--- src/hdl/crafill_pkg.sv ---
package crafill_pkg;

    localparam int PIX_BITS        = 32;
    localparam int SURF_BITS       = 13;
    localparam int RECT_BITS       = 16;
    localparam int CFG_INDEX_BITS  = 3;
    localparam int CFG_DATA_BITS   = 32;

    localparam int DEF_MAX_WIDTH   = 4096;
    localparam int DEF_MAX_HEIGHT  = 4096;
    localparam int DEF_QUEUE_DEPTH = 4;

    localparam logic [SURF_BITS-1:0] RESET_SURFACE_WIDTH  = 13'd640;
    localparam logic [SURF_BITS-1:0] RESET_SURFACE_HEIGHT = 13'd480;

    typedef enum logic [CFG_INDEX_BITS-1:0] {
        REG_SURFACE_WIDTH  = 3'd0,
        REG_SURFACE_HEIGHT = 3'd1,
        REG_RECT_LEFT      = 3'd2,
        REG_RECT_TOP       = 3'd3,
        REG_RECT_WIDTH     = 3'd4,
        REG_RECT_HEIGHT    = 3'd5,
        REG_FILL_COLOR     = 3'd6
    } cfg_index_t;

    typedef struct packed {
        logic [SURF_BITS-1:0]        surface_width;
        logic [SURF_BITS-1:0]        surface_height;
        logic signed [RECT_BITS-1:0] rect_left;
        logic signed [RECT_BITS-1:0] rect_top;
        logic signed [RECT_BITS-1:0] rect_width;
        logic signed [RECT_BITS-1:0] rect_height;
        logic [PIX_BITS-1:0]         fill_color;
    } cfg_t;

    // Word handed from the classifier to the blend pipeline.
    typedef struct packed {
        logic [PIX_BITS-1:0] pixel;
        logic                do_blend;
        logic                end_of_frame;
    } item_t;

    // Exact floor(x / 255) for x up to 255 * 255.
    function automatic logic [7:0] div255(input logic [15:0] x);
        logic [16:0] x1;
        logic [16:0] s;
        x1 = {1'b0, x} + 17'd1;
        s  = x1 + {8'd0, x1[16:8]};
        return s[15:8];
    endfunction

endpackage

--- src/hdl/crafill_front.sv ---
module crafill_front
    import crafill_pkg::*;
#(
    parameter int MAX_WIDTH  = DEF_MAX_WIDTH,
    parameter int MAX_HEIGHT = DEF_MAX_HEIGHT
)
(
    input  logic                clk,
    input  logic                rst_n,
    input  cfg_t                cfg,
    input  logic                push,
    input  logic                full,
    input  logic [PIX_BITS-1:0] pixel_in,
    input  logic                frame_start,
    output logic                wr_en,
    output item_t               wr_item
);

    localparam int CW  = $clog2(MAX_WIDTH);
    localparam int RW  = $clog2(MAX_HEIGHT);
    localparam int WW  = $clog2(MAX_WIDTH + 1);
    localparam int HW  = $clog2(MAX_HEIGHT + 1);
    localparam int EWW = (WW > SURF_BITS) ? WW : SURF_BITS;
    localparam int EHW = (HW > SURF_BITS) ? HW : SURF_BITS;
    localparam int AWW = (CW + 1 > WW) ? CW + 1 : WW;
    localparam int AHW = (RW + 1 > HW) ? RW + 1 : HW;
    localparam int MW  = (WW > HW) ? WW : HW;
    localparam int SW  = ((MW > RECT_BITS) ? MW : RECT_BITS) + 2;

    logic [CW-1:0] col_reg, col_next, col_cur;
    logic [RW-1:0] row_reg, row_next, row_cur;

    logic [EWW-1:0] sw_ext;
    logic [EHW-1:0] sh_ext;
    logic [WW-1:0]  w_eff;
    logic [HW-1:0]  h_eff;

    logic signed [SW-1:0] x0, y0, x1_sum, y1_sum, x1, y1, w_s, h_s, col_s, row_s;
    logic                 in_rect;
    logic [CW:0]          col_inc;
    logic [RW:0]          row_inc;
    logic                 col_wrap, row_wrap;
    logic                 accept;

    assign accept = push && !full;

    // Clamp the surface size into 1 .. max.
    always_comb
    begin
        sw_ext = EWW'(cfg.surface_width);
        sh_ext = EHW'(cfg.surface_height);
        if (sw_ext == '0)
            w_eff = WW'(1);
        else if (sw_ext > EWW'(MAX_WIDTH))
            w_eff = WW'(MAX_WIDTH);
        else
            w_eff = WW'(sw_ext);
        if (sh_ext == '0)
            h_eff = HW'(1);
        else if (sh_ext > EHW'(MAX_HEIGHT))
            h_eff = HW'(MAX_HEIGHT);
        else
            h_eff = HW'(sh_ext);
    end

    assign col_cur = frame_start ? '0 : col_reg;
    assign row_cur = frame_start ? '0 : row_reg;

    // Clip the rectangle against the surface in a width that cannot overflow.
    always_comb
    begin
        w_s     = SW'($signed({1'b0, w_eff}));
        h_s     = SW'($signed({1'b0, h_eff}));
        col_s   = SW'($signed({1'b0, col_cur}));
        row_s   = SW'($signed({1'b0, row_cur}));
        x0      = cfg.rect_left[RECT_BITS-1] ? '0 : SW'(cfg.rect_left);
        y0      = cfg.rect_top[RECT_BITS-1]  ? '0 : SW'(cfg.rect_top);
        x1_sum  = SW'(cfg.rect_left) + SW'(cfg.rect_width);
        y1_sum  = SW'(cfg.rect_top)  + SW'(cfg.rect_height);
        x1      = (x1_sum > w_s) ? w_s : x1_sum;
        y1      = (y1_sum > h_s) ? h_s : y1_sum;
        in_rect = (col_s >= x0) && (col_s < x1) && (row_s >= y0) && (row_s < y1);
    end

    // Advance the position, wrapping at the clamped size.
    always_comb
    begin
        col_inc  = {1'b0, col_cur} + (CW+1)'(1);
        row_inc  = {1'b0, row_cur} + (RW+1)'(1);
        col_wrap = AWW'(col_inc) >= AWW'(w_eff);
        row_wrap = AHW'(row_inc) >= AHW'(h_eff);
        col_next = col_wrap ? '0 : col_inc[CW-1:0];
        row_next = row_cur;
        if (col_wrap)
        begin
            row_next = row_wrap ? '0 : row_inc[RW-1:0];
        end
    end

    always_ff @(posedge clk or negedge rst_n)
    begin
        if (!rst_n)
        begin
            col_reg <= '0;
            row_reg <= '0;
        end
        else if (accept)
        begin
            col_reg <= col_next;
            row_reg <= row_next;
        end
    end

    assign wr_en                = accept;
    assign wr_item.pixel        = pixel_in;
    assign wr_item.do_blend     = in_rect && (cfg.fill_color[31:24] != 8'd0);
    assign wr_item.end_of_frame = (AWW'(col_cur) == AWW'(w_eff - WW'(1)))
                               && (AHW'(row_cur) == AHW'(h_eff - HW'(1)));

    a_frame_start_origin: assert property (@(posedge clk) disable iff (!rst_n)
        (accept && frame_start && (w_eff > WW'(1)))
        |=> (col_reg == CW'(1)) && (row_reg == '0))
        else $error("frame_start did not restart the position at the origin");

endmodule

--- src/hdl/crafill_queue.sv ---
module crafill_queue
    import crafill_pkg::*;
#(
    parameter int DEPTH = DEF_QUEUE_DEPTH
)
(
    input  logic  clk,
    input  logic  rst_n,
    input  logic  wr_en,
    input  item_t wr_item,
    output logic  full,
    input  logic  rd_en,
    output item_t rd_item,
    output logic  rd_valid
);

    localparam int PW = $clog2(DEPTH);
    localparam int NW = $clog2(DEPTH + 1);

    item_t         mem_reg [DEPTH];
    logic [PW-1:0] wr_ptr_reg, rd_ptr_reg;
    logic [NW-1:0] count_reg;
    logic          do_wr, do_rd;

    assign full     = (count_reg == NW'(DEPTH));
    assign rd_valid = (count_reg != '0);
    assign rd_item  = mem_reg[rd_ptr_reg];
    assign do_wr    = wr_en && !full;
    assign do_rd    = rd_en && rd_valid;

    always_ff @(posedge clk)
    begin
        if (do_wr)
            mem_reg[wr_ptr_reg] <= wr_item;
    end

    always_ff @(posedge clk or negedge rst_n)
    begin
        if (!rst_n)
        begin
            wr_ptr_reg <= '0;
            rd_ptr_reg <= '0;
            count_reg  <= '0;
        end
        else
        begin
            if (do_wr)
                wr_ptr_reg <= (wr_ptr_reg == PW'(DEPTH - 1)) ? '0 : wr_ptr_reg + PW'(1);
            if (do_rd)
                rd_ptr_reg <= (rd_ptr_reg == PW'(DEPTH - 1)) ? '0 : rd_ptr_reg + PW'(1);
            if (do_wr && !do_rd)
                count_reg <= count_reg + NW'(1);
            else if (do_rd && !do_wr)
                count_reg <= count_reg - NW'(1);
        end
    end

    a_count_bound: assert property (@(posedge clk) disable iff (!rst_n)
        count_reg <= NW'(DEPTH))
        else $error("queue count beyond depth");

    a_count_grow: assert property (@(posedge clk) disable iff (!rst_n)
        (do_wr && !do_rd) |=> (count_reg == $past(count_reg) + NW'(1)))
        else $error("queue count did not grow on a lone write");

endmodule

--- src/hdl/crafill_back.sv ---
module crafill_back
    import crafill_pkg::*;
(
    input  logic                clk,
    input  logic                rst_n,
    input  logic [PIX_BITS-1:0] fill_color,
    input  logic                q_valid,
    input  item_t               q_item,
    output logic                q_rd,
    input  logic                pop,
    output logic                empty,
    output logic [PIX_BITS-1:0] pixel_out,
    output logic                end_of_frame
);

    logic [7:0] alpha, alpha_inv;

    // Stage 1: products
    logic                s1_valid_reg;
    logic                s1_blend_reg;
    logic                s1_eof_reg;
    logic [PIX_BITS-1:0] s1_pixel_reg;
    logic [15:0]         s1_sum_reg [4];
    logic [15:0]         sum_next [4];
    logic                s1_ready;

    // Stage 2: result word
    logic                out_valid_reg;
    logic [PIX_BITS-1:0] out_pixel_reg;
    logic                out_eof_reg;
    logic [PIX_BITS-1:0] blended;
    logic                out_ready;

    assign alpha     = fill_color[31:24];
    assign alpha_inv = 8'd255 - alpha;
    assign out_ready = !out_valid_reg || pop;
    assign s1_ready  = !s1_valid_reg || out_ready;
    assign q_rd      = q_valid && s1_ready;

    // Channels 0..2 are blue, green, red; entry 3 is the alpha term.
    always_comb
    begin
        for (int k = 0; k < 3; k++)
        begin
            sum_next[k] = {8'd0, fill_color[8*k +: 8]} * {8'd0, alpha}
                        + {8'd0, q_item.pixel[8*k +: 8]} * {8'd0, alpha_inv};
        end
        sum_next[3] = {8'd0, 8'd255 - q_item.pixel[31:24]} * {8'd0, alpha};
    end

    always_ff @(posedge clk or negedge rst_n)
    begin
        if (!rst_n)
            s1_valid_reg <= 1'b0;
        else if (s1_ready)
            s1_valid_reg <= q_valid;
    end

    always_ff @(posedge clk)
    begin
        if (q_rd)
        begin
            s1_blend_reg <= q_item.do_blend;
            s1_eof_reg   <= q_item.end_of_frame;
            s1_pixel_reg <= q_item.pixel;
            for (int k = 0; k < 4; k++)
                s1_sum_reg[k] <= sum_next[k];
        end
    end

    always_comb
    begin
        for (int k = 0; k < 3; k++)
            blended[8*k +: 8] = div255(s1_sum_reg[k]);
        blended[31:24] = s1_pixel_reg[31:24] + div255(s1_sum_reg[3]);
    end

    always_ff @(posedge clk or negedge rst_n)
    begin
        if (!rst_n)
            out_valid_reg <= 1'b0;
        else if (out_ready)
            out_valid_reg <= s1_valid_reg;
    end

    always_ff @(posedge clk)
    begin
        if (s1_valid_reg && out_ready)
        begin
            out_pixel_reg <= s1_blend_reg ? blended : s1_pixel_reg;
            out_eof_reg   <= s1_eof_reg;
        end
    end

    assign empty        = !out_valid_reg;
    assign pixel_out    = out_pixel_reg;
    assign end_of_frame = out_eof_reg;

    a_s1_hold: assert property (@(posedge clk) disable iff (!rst_n)
        (s1_valid_reg && !out_ready) |=> s1_valid_reg)
        else $error("blend stage dropped a word while stalled");

endmodule

--- src/hdl/clipped_rect_alpha_fill_top.sv ---
// Path: a pushed pixel is written to the queue, then registered in the product stage,
// then in the output register that drives the result ports.
// Throughput: one pixel per clock unless stalled; each channel's multiply and
// divide-by-255 run in their own stage; the queue decouples input and output stalls.
// Reset: registers return to 640x480, empty rectangle, zero color; the position
// counters clear to the origin and the queue and pipeline come up empty.
module clipped_rect_alpha_fill_top
    import crafill_pkg::*;
#(
    parameter int MAX_WIDTH   = DEF_MAX_WIDTH,
    parameter int MAX_HEIGHT  = DEF_MAX_HEIGHT,
    parameter int QUEUE_DEPTH = DEF_QUEUE_DEPTH
)
(
    input  logic                      clk,
    input  logic                      rst_n,
    input  logic                      push,
    output logic                      full,
    input  logic [PIX_BITS-1:0]       pixel_in,
    input  logic                      frame_start,
    input  logic                      pop,
    output logic                      empty,
    output logic [PIX_BITS-1:0]       pixel_out,
    output logic                      end_of_frame,
    input  logic                      cfg_valid,
    output logic                      cfg_ready,
    input  logic [CFG_INDEX_BITS-1:0] cfg_index,
    input  logic [CFG_DATA_BITS-1:0]  cfg_data
);

    cfg_t  cfg_reg;
    logic  wr_en;
    item_t wr_item;
    logic  q_rd;
    item_t q_item;
    logic  q_valid;

    assign cfg_ready = 1'b1;

    // Unknown indexes are dropped.
    always_ff @(posedge clk or negedge rst_n)
    begin
        if (!rst_n)
        begin
            cfg_reg.surface_width  <= RESET_SURFACE_WIDTH;
            cfg_reg.surface_height <= RESET_SURFACE_HEIGHT;
            cfg_reg.rect_left      <= '0;
            cfg_reg.rect_top       <= '0;
            cfg_reg.rect_width     <= '0;
            cfg_reg.rect_height    <= '0;
            cfg_reg.fill_color     <= '0;
        end
        else if (cfg_valid && cfg_ready)
        begin
            case (cfg_index)
                REG_SURFACE_WIDTH:  cfg_reg.surface_width  <= cfg_data[SURF_BITS-1:0];
                REG_SURFACE_HEIGHT: cfg_reg.surface_height <= cfg_data[SURF_BITS-1:0];
                REG_RECT_LEFT:      cfg_reg.rect_left      <= cfg_data[RECT_BITS-1:0];
                REG_RECT_TOP:       cfg_reg.rect_top       <= cfg_data[RECT_BITS-1:0];
                REG_RECT_WIDTH:     cfg_reg.rect_width     <= cfg_data[RECT_BITS-1:0];
                REG_RECT_HEIGHT:    cfg_reg.rect_height    <= cfg_data[RECT_BITS-1:0];
                REG_FILL_COLOR:     cfg_reg.fill_color     <= cfg_data[PIX_BITS-1:0];
                default:            ;
            endcase
        end
    end

    crafill_front #(
        .MAX_WIDTH  (MAX_WIDTH),
        .MAX_HEIGHT (MAX_HEIGHT)
    ) u_front (
        .clk         (clk),
        .rst_n       (rst_n),
        .cfg         (cfg_reg),
        .push        (push),
        .full        (full),
        .pixel_in    (pixel_in),
        .frame_start (frame_start),
        .wr_en       (wr_en),
        .wr_item     (wr_item)
    );

    crafill_queue #(
        .DEPTH (QUEUE_DEPTH)
    ) u_queue (
        .clk      (clk),
        .rst_n    (rst_n),
        .wr_en    (wr_en),
        .wr_item  (wr_item),
        .full     (full),
        .rd_en    (q_rd),
        .rd_item  (q_item),
        .rd_valid (q_valid)
    );

    crafill_back u_back (
        .clk          (clk),
        .rst_n        (rst_n),
        .fill_color   (cfg_reg.fill_color),
        .q_valid      (q_valid),
        .q_item       (q_item),
        .q_rd         (q_rd),
        .pop          (pop),
        .empty        (empty),
        .pixel_out    (pixel_out),
        .end_of_frame (end_of_frame)
    );

endmodule

--- config.mk ---
export PLATFORM = sky130hd
export DESIGN_NAME = clipped_rect_alpha_fill_top
export DESIGN_NICKNAME = d
export VERILOG_FILES = /design/src/hdl/crafill_pkg.sv /design/src/hdl/crafill_front.sv /design/src/hdl/crafill_queue.sv /design/src/hdl/crafill_back.sv /design/src/hdl/clipped_rect_alpha_fill_top.sv
export SDC_FILE = /design/constraint.sdc
export NUM_CORES = 2
export LEC_CHECK = 0
export BUFFER_PORTS_ARGS = -buffer_cell sky130_fd_sc_hd__clkbuf_2
export CORE_MARGIN = 3
export CORE_UTILIZATION = 59
export CTS_CLUSTER_DIAMETER = 150
export CTS_CLUSTER_SIZE = 40
export DETAILED_ROUTE_END_ITERATION = 8
export PLACE_DENSITY = 0.8
export RECOVER_POWER = 25
export SLEW_MARGIN = 20
export SYNTH_ARGS = -nofsm -noshare
export SYNTH_HDL_FRONTEND = slang
export SYNTH_HIERARCHICAL = 1
export SYNTH_SLANG_ARGS = --single-unit
--- constraint.sdc ---
create_clock -name clk -period 9 [get_ports clk]
set_clock_uncertainty 0.05 [all_clocks]
set_input_delay 1.8 -clock clk [delete_from_list [all_inputs] [get_ports clk]]
set_output_delay 1.8 -clock clk [all_outputs]
set_load 0.01 [all_outputs]
* Yosys cells after proc, flatten, opt, wreduce, memory -nomap -nowiden
Memories as Yosys holds them, arrays and structs flattened. Index checks and enable logic that the tools add are counted.
Storage, ports and cells: flip-flop bits (word level) 222, bits in writable memories 200, input bits 73, output and inout bits 36, word-level logic and storage cells 127, memories 2
Cells by class: add/sub/neg operators 24, multiply operators 7, $lt $le $gt $ge 10, equality and inequality tests 11, muxes and demuxes 22, reductions and logical operators 32
Memory list:
- u_queue.mem_reg | depth 4, bits a word 34, read ports 1, clocked after Yosys merged registers in 0, write ports 1, RTL line crafill_queue.sv:20 | item_t mem_reg [DEPTH];
- u_back.s1_sum_reg | depth 4, bits a word 16, read ports 4, clocked after Yosys merged registers in 0, write ports 4, RTL line crafill_back.sv:23 | logic [15:0] s1_sum_reg [4];
Operators by type and width (number):
- multiplier 8 x 8 -> 16 bit | 7
- adder 16 x 1 -> 17 bit, second input constant | 4
- adder 16 x 9 -> 16 bit | 4
- two-way mux 12 bit | 5
- two-way mux 13 bit | 4
- adder 16 bit | 3
- >= comparator 13 x 18 -> 1 bit | 2
- > comparator 18 x 14 -> 1 bit | 2
- < comparator 13 x 18 -> 1 bit | 2
- two-way mux 18 bit | 2
- adder 16 x 16 -> 17 bit | 2
- two-way mux 32 bit | 1
- two-way mux 15 bit | 2
- adder 12 x 1 -> 13 bit, second input constant | 2
- equality test 12 x 13 -> 1 bit | 2
- >= comparator 13 bit | 2
- > comparator 13 bit, second input constant | 2
- logical NOT 13 bit | 2
- subtractor 13 x 1 -> 13 bit, second input constant | 2
- subtractor 8 bit, first input constant | 2
- AND reduction 2 bit | 7
- equality test 3 bit, second input constant | 4
- logical AND 1 bit | 12
- adder 8 bit | 1
- other kinds (15) | 28

* Depth between registers and ports, before layout
depth in word-level cells 10, depth in mapped cells 29, mapped depth without buffers 28

* Modules after synthesis
The synthesis kept the hierarchy.
Modules (own cells, without submodules):
- crafill_back | times used 1, cells an instance 2253, area an instance 22077.4 um^2, seq. area each 3983.8 um^2
- crafill_front | times used 1, cells an instance 938, area an instance 7028.0 um^2, seq. area each 600.6 um^2
- crafill_queue | times used 1, cells an instance 215, area an instance 5415.2 um^2, seq. area each 4259.1 um^2
- clipped_rect_alpha_fill_top | times used 1, cells an instance 267, area an instance 4753.3 um^2, seq. area each 3060.4 um^2

* Worst setup path before layout
OpenSTA, ideal clock, no wires.
path type input -> register, from input port pop, to register u_queue.count_reg[1], library setup time 0.125 ns, data arrival time 10.225 ns, data required time 8.825 ns, slack -1.399 ns, stages 7, path buffers 0, path through nor2_1 > a21boi_0 > nand2_4 > ha_1 > inv_1 > fa_1 > mux2_2
Between the ends: word-level cells in the longest chain between the ends 7, elaborated cells on any way between the ends 9, those cells by class mux (1); reduce/logical (8)
Ends and longest elaborated chain:
- start: declaration | RTL line clipped_rect_alpha_fill_top.sv:21 | input logic pop,
- logical OR 1 bit * | RTL line crafill_back.sv:36 | assign out_ready = !out_valid_reg || pop;
- logical OR 1 bit * | RTL line crafill_back.sv:37 | assign s1_ready = !s1_valid_reg || out_ready;
- logical AND 1 bit * | RTL line crafill_back.sv:38 | assign q_rd = q_valid && s1_ready;
- via q_rd | RTL line clipped_rect_alpha_fill_top.sv:34 | logic q_rd;
- logical AND 1 bit * | RTL line crafill_queue.sv:29 | assign do_rd = rd_en && rd_valid;
- logical NOT 1 bit | RTL line crafill_queue.sv:51 | if (do_wr && !do_rd)
- logical AND 1 bit | RTL line crafill_queue.sv:51
- two-way mux 3 bit / nonzero test 2 bit (equally long branches)
- end signal: assignment | RTL line crafill_queue.sv:52 | count_reg <= count_reg + NW'(1);
- end signal: assignment | RTL line crafill_queue.sv:54 | count_reg <= count_reg - NW'(1);
- end: declaration | RTL line crafill_queue.sv:22 | logic [NW-1:0] count_reg;
Mark *: on every way through the listed nets, which the timed path passes. The rest lies on a longest branch. A chain may end at the register's enable or synchronous reset.

==> summary.md <==
| Metric | Value |
|---|---|
| Vias in the first global route | 27293 |
| Detail-routed via count per cell | just under 6 |
| First-pass GRT wire length | 145.0 mm |
| Layout cells sized above 1 | 9.637% |
| Post-DP HPWL | 68.24 mm |
| # clock sinks | 422 |
| Grt ovf | 0 |
| Mapped Area | 0.03927 mm² |
| Largest net degree at the start of global routing | 63 |
| Status | complete, but fails checks |
| FF-to-FF Start | u_queue/rd_ptr_reg[0] |
| Iter 0 DRT Violations | 1848 |
| Final hold violations | 0 |
| Syn Inst Count | 3673 |
| Synth unique cells | 100 |
| Final min period | 7.714 ns |
| Clock-pin slew on the worst setup and hold paths | 0.15 ns |
| Syn_area_per_cell | between 10 and 15 µm² |
| Cts-stage hold buffer count | 0 |
| Ys Warns | 6 |
| Failing checks | max-capacitance violations, max-slew violations |
| Setup Crit Path Kind | reg2reg |
| Setup slack, reg-to-reg | around 1.3 ns |
| Drt wl/cell | 19.67 µm |
| Final period util | 85.71% |
| Inst Count DP | 4523 |
| Top Family by Delay on Critical Path | adder cells |
| # rows | 93 |
| Number of flops mapped to enable cells by yosys | between 200 and 300 |
| Final nets | about 4500 |
| WP data arrival | 8.00 ns |
| Final non-filler cell total | 4556 |
| CTS tree | done |
| Clock root buffer | clkbuf_16 |
| Final setup vio count | 0 |
| Post-synth ARST share | 36.73% |
| Num CTS Buffers | 15 |
| Most used cell, CP | fa_1 |
| Fin. max-slew vios | 131 |
| Hold Path Depth | 0 |
| DRC viols | 0 |
| Fin Setup TNS | 0 ns |
| Post-CTS Resized | 0 |
| Reg-to-Reg End | u_back/s1_sum_reg[1][14] |
| Final wirelength | 89.60 mm |
| Worst path cell trace | buf_4 > mux4_2 > nor2b_1 > fa_1 > fa_1 > fa_1 > fa_1 > fa_1 > inv_1 > fa_1 > inv_1 > ha_1 > nor3_1 > o21ai_0 > a31oi_1 > nor2b_1 > o21a_1 > o41a_1 > xor2_1 |
| IO Pins | 109 |
| Largest register FFs | between 100 and 150 |
| Gp weighted congestion | 0.9277 |
| Commonest register cell after synthesis | edfxtp_1 |
| HP Class | reg2reg |
| Area grow syn2layout | 3.794% |
| Total Routing Usage GR | 25.81% |
| CP max stage cell | dfrtp_1 |
| Largest stage delay, worst path | roughly 1.4 ns |
| Min-delay src | u_back/s1_eof_reg |
| Slew headroom | -160.1% |
| Antenna violations before repair | 16 |
| Slew at the pin closest to its max-slew limit | 3.902 ns |
| Worst Reg2Reg Path Length in Cells | 19 |
| Buf/Inv on CP | 3 |
| Worst Hold End | u_back/end_of_frame |
| Max_cap viols | 3 |
| Initial Util | about three fifths |
| Seq/Total Area, Yosys | 30.31% |
| CTS H-tree depth | 1 |
| Core ar. | 0.06516 mm² |
| F_max | 129.6 MHz |
| RSZ-0062 raised after global routing | false |
| Width of the die | approximately 260 µm |
| Crit. End Element | flip-flop |
| Critical path launch point type | flip-flop |
| Vias | 26614 |
| Chip height | 264.0 µm |
| TritonRoute pass-1 iters | 7 |
| Routed Antenna Nets | 0 |
| Postcts setup bufs | 0 |
| Critical Path RT | 9.29 ns |
| Crit-path max FO | 26 |
| Synth Register Bits | 422 |
| Buffers on Ports | 107 |
| Die area | 0.06970 mm² |
| Worst-Skew Late Latency | 0.56 ns |
| Maximum clock path buffer count | 3 |
metrics by stage:
| step | util [%] | hold slack, ns | setup slack [ns] | cell area, µm² |
|---|---|---|---|---|
| floorplan | - | 0.3503 | 1.132 | 39280 |
| global placement | 61.88 | 0.3813 | 1.884 | 40320 |
| detailed placement | 61.88 | 0.3857 | 1.739 | 40320 |
| CTS | 62.60 | 0.4299 | 1.713 | 40790 |
| global route | 62.53 | 0.4321 | 0.8358 | 40750 |
| finish | 62.56 | 0.4313 | 1.286 | 40760 |
per-layer routing:
metal | track usage, % | vias to the layer above | wire length, µm
li1 | - | 12322 | -
met1 | 36.07 | 13325 | 39120
met2 | 42.28 | 791 | 41470
met3 | 4.806 | 154 | 6621
met4 | 5.676 | 22 | 2244
met5 | 0 | - | 145
kinds of logic (layout without fill, tap and decap cells):
family	Yosys count	in the layout	share of synthesized area (%)
simple gates	1022	1022	14.32
fa+ha+maj	733	733	29.62
other cells	2	11	0.01912
mux	202	202	7.018
compound gates	417	417	6.881
flops	422	422	30.31
buf+inv	659	678	6.961
xor+xnor	216	216	4.871
worst max path at each step:
stage	from	end	slack, ns	depth (start not counted)
global placement	u_queue/rd_ptr_reg[0]	u_back/s1_sum_reg[1][14]	1.88	19
CTS	u_queue/rd_ptr_reg[0]	u_back/s1_sum_reg[1][14]	1.71	19
global route	u_queue/rd_ptr_reg[0]	u_back/s1_sum_reg[1][14]	0.84	19
detailed placement	u_queue/rd_ptr_reg[0]	u_back/s1_sum_reg[1][14]	1.74	19
floorplan	pop	u_queue/count_reg[1]	1.13	7
finish	u_queue/rd_ptr_reg[0]	u_back/s1_sum_reg[1][14]	1.29	19
cells in the mapped netlist, types with 10 or more instances:
library cell	instances	share of area [%]
mux2_4	21	0.80
o22ai_1	11	0.18
nor4_1	17	0.27
edfxtp_1	267	20
nand2_1	209	2.0
and2_1	116	1.8
o21bai_1	10	0.19
xnor2_1	139	3.1
mux4_2	29	1.7
mux2i_1	11	0.28
nor3_1	53	0.68
o21ai_0	75	0.96
nand3_1	77	0.98
nand4_1	34	0.54
inv_1	520	5.0
ha_1	405	13
dfrtp_1	149	9.5
a21o_1	39	0.75
xor2_1	75	1.7
o21a_1	24	0.46
nor2b_1	234	3.7
a31oi_1	17	0.27
nor2_1	112	1.1
clkbuf_1	72	0.69
nand2b_1	108	1.7
fa_1	328	17
a211oi_1	16	0.31
buf_4	38	0.73
buf_2	11	0.14
and3_1	12	0.19
mux2_2	131	3.8
a21oi_1	128	1.6
worst register-to-register path: cells and delay by family (launching register included):
family	cells	cell delay, ns
xor+xnor	1	0.14
compound gates	4	0.90
mux	1	0.64
flops	1	1.41
buf+inv	3	0.56
simple gates	3	0.47
fa+ha+maj	7	3.33
cells in the final DEF, fill, tap and decap left out, drive strengths merged, types with 114 or more instances in the layout:
master / instances
nor2b: 236
edfxtp: 267
a21oi: 130
nor2: 114
mux2: 156
xnor2: 139
nand2: 211
ha: 405
inv: 524
clkbuf: 128
fa: 328
and2: 117
dfrtp: 149
layout make-up:
| type | instances | area (µm²) |
|---|---|---|
| diodes | 7 | 17.52 |
| clock buffers | 20 | 394.1 |
| clock inverters | 6 | 76.32 |
| fillers | 5246 | 24400 |
| inverters | 523 | 1963 |
| multi-input cells | 2594 | 24670 |
| flip-flops and latches | 422 | 11910 |
| well taps | 855 | 1070 |
| repair buffers | 129 | 654.4 |
Power is not shown: default switching activity piles up to over one toggle a cycle in this logic, so the estimate is an artifact.
